<file path="config.mk">
export PLATFORM = sky130hd
export DESIGN_NAME = aes_ram
export DESIGN_NICKNAME = d
export VERILOG_FILES = /design/src/design/aes_ram.sv
export SDC_FILE = /design/constraint.sdc
export NUM_CORES = 2
export LEC_CHECK = 0
export BUFFER_PORTS_ARGS = -buffer_cell sky130_fd_sc_hd__buf_4
export CAP_MARGIN = 10
export CORE_ASPECT_RATIO = 0.6
export CORE_MARGIN = 2
export CORE_UTILIZATION = 50
export DETAILED_ROUTE_END_ITERATION = 12
export GPL_TIMING_DRIVEN = 0
export PLACE_DENSITY = 0.73
export RECOVER_POWER = 50
export SYNTH_ARGS = -nofsm -noshare
export SYNTH_HDL_FRONTEND = slang
export SYNTH_SLANG_ARGS = --single-unit
</file>
<file path="constraint.sdc">
create_clock -name clock -period 3.96 [get_ports clock]
set_input_delay 0 -clock clock [delete_from_list [all_inputs] [get_ports clock]]
set_output_delay 0 -clock clock [all_outputs]
set_load 0.01 [all_outputs]
</file>
<file path="src/design/aes_ram.sv">
`timescale 1ns / 1ps
// ----------------------------------------------------------------------------
// AES generic RAM
// Single write port, single read port with registered read data.
// ----------------------------------------------------------------------------
module aes_ram #(
   parameter int Width = 32,
   parameter int Depth = 60
) (
   input  logic                     clock,
   input  logic                     wr_en,
   input  logic [$clog2(Depth)-1:0] wr_addr,
   input  logic [Width-1:0]         wr_data,
   input  logic [$clog2(Depth)-1:0] rd_addr,
   output logic [Width-1:0]         rd_data
);
   logic [Width-1:0] mem [Depth];
   logic [Width-1:0] rd_data_ff;

   always_ff @(posedge clock) begin
      if (wr_en) begin
         mem[wr_addr] <= wr_data;
      end
      rd_data_ff <= mem[rd_addr];
   end

   assign rd_data = rd_data_ff;
endmodule

</file>
==> run metrics <==
sequential element share of the synthesized area 79.0%; Slew @ Worst Pin 3.35 ns; Synth Area per Inst 22.6 um2; maximum vdd drop 470 uV; TNS Setup 0 ns; Die Wd 500 um; Post-synth ARST share 0%; worst path bufs/invs 2; outcome finished, violations left; clock sinks 1952; DRT Pass-1 Iters 6; hold path cells 3; Worst Hold Launch wr_addr[0]; WL final 197000 um; CP cell instances dlygate4sd3_1 -> clkbuf_1; vias 38100; drt wl/cell 34.6 um; H-Tree Depth 4; CP Capture Type flip-flop; die height 302 um; hpwl dp 125000 um; DRC errors left 0; violated checks max-capacitance violations, max-slew violations; HP Class input pin to flip-flop; # IOs 78; Worst setup startpoint wr_data[12]; unrepaired setup endpoints after global routing no; Critical Path RT 4.05 ns; vias per std cell 6.72; synthesized area 73800 um2; pin count of the biggest net entering global routing 61; Setup Skew 0.0426 ns; setup bufs post-CTS 0; first-pass GRT wire length 275000 um; Root Driver clkbuf_16; FMAX 0.350 GHz; gr usage total 26.1%; Die ar. 151000 um2; worst setup path category input pin to flip-flop; Crit path max-delay family buffers and inverters; initial antenna violation count 5; Netlist cell types 38; startpoint types input pin; slack of the critical path 1.10 ns; max incr delay on CP 2.34 ns; CTS Buffer Depth 3; proportion of layout cells with a drive suffix above 1 25.3%; grt ovf 0; power density over the cells 492 nW/um2; most frequent cells in the layout edfxtp_1 (1920), mux4_2 (461), clkbuf_1 (171); Hold Violations, Final 0; Routability Congestion 0.932; vias in the first global route 36600; TritonCTS Buffers 161; FF-to-FF Start mem[21][2]; P_leak 26.0 nW; period utilization 72.1%; Slew headroom -123%; # port buffers 69; Initial Util 50.2%; Area growth syn-to-layout 14.0%; ys flop type edfxtp_1; Final Critical Period 2.86 ns; Seq cells post-synth 1952; CTS tree built; Core Region 147000 um2; slowest CP cell clkbuf_1; R2R cell count 5; Warnings, synthesis 0; number of synthesized flops with an enable pin 1920; Crit path depth 2; Syn Nets 3310; total of max-cap violations 32; routed wl met3 30100 um; commonest non-fill, non-tap cell in the layout edfxtp_1; num rows 109; Worst Path Arrival 2.94 ns; routed wl met2 82900 um; dpl ws 0.794 ns; Final Max Slew Viols 1952; DRT iter0 DRCs 7205; setup violators final 0; nets@finish 3644; worst skew pair latency 0.80 ns; clk slew on worst S/H paths 0.06 ns; Syn Inst Count 3264; Max FO, Critical Path 60; Final ANT Viol Nets 0; met1 WL 77900 um; max layer used met4
[state kept, by name (all words and copies together) (netlist names)]
register  flops
mem        1920
rd_data      32
[power by group]
part | internal (mW) | switching (mW)
logic | 0.765 | 1.49
registers | 22.9 | 0.0472
clock network | 8.91 | 7.31
total | 32.6 | 8.85
[cells in the mapped netlist (8+ instances only)]
library cell	count	area [um2]
clkbuf_1	91	342
edfxtp_1	1920	57700
buf_1	22	82.6
buf_4	15	113
a22o_1	26	228
dfxtp_1	32	641
buf_2	42	210
buf_6	12	135
o211ai_1	32	240
mux4_2	461	10400
nand3_1	43	215
nor2_1	86	323
a31o_2	13	114
nor2b_1	8	50.1
and3_1	19	119
o21ai_0	65	325
o21a_1	19	143
a31oi_1	19	119
o211a_1	19	190
o21ai_1	18	90.1
a221oi_1	19	166
mux2i_1	38	380
a22oi_1	109	818
nand2_1	62	233
a21oi_1	45	225
[cells by family after synthesis]
logic type	after synthesis	share of synthesized area, %
AO/OA/AOI/OAI	384	3.60
multiplexers	499	14.6
AND/OR/NAND/NOR	237	1.45
flip-flops	1952	79.0
buffers and inverters	192	1.38
[per-layer routing]
| metal | track usage (%) | up-vias |
|---|---|---|
| li1 | - | 14600 |
| met1 | 40.3 | 19900 |
| met4 | 7.04 | 0 |
| met3 | 7.97 | 394 |
| met5 | 0 | - |
| met2 | 36.1 | 3215 |
[stage by stage]
step	instances	power, mW	instance area (um2)	hold slack (ns)	util (%)
2_1_floorplan	3264	24.5	73800	0.0989	-
3_3_place_gp	5275	25.5	76800	0.391	52.3
3_5_place_dp	5343	25.6	78700	0.391	53.6
4_1_cts	5669	41.4	84300	0.0468	57.4
5_1_grt	5672	42.4	84100	0.0819	57.3
6_report	5675	41.4	84100	0.103	57.3
[area by class of cell]
| class | count | area, um2 |
|---|---|---|
| inverters | 3 | 11.3 |
| well taps | 1942 | 2430 |
| multi-input cells | 1120 | 14900 |
| flip-flops and latches | 1952 | 58300 |
| fillers | 10200 | 62800 |
| repair buffers | 171 | 2190 |
| plain buffers | 189 | 1010 |
| clock inverters | 87 | 862 |
| diodes | 6 | 15.0 |
| clock buffers | 205 | 4380 |
[repair_timing]
action | CTS | global route
gates resized for setup | 0 | 0
hold buffers | 34 | 0
hold endpoints to repair | 1921 | 0
[final timing paths]
| kind | slack [ns] | endpoint |
|---|---|---|
| setup / recovery | 1.10 | mem[41][12] |
| setup reg to reg | 1.74 | rd_data[2] |
| hold / removal | 0.10 | mem[39][6] |
| hold reg to reg | 0.89 | rd_data[2] |
Power figures use the tool's default switching activity.
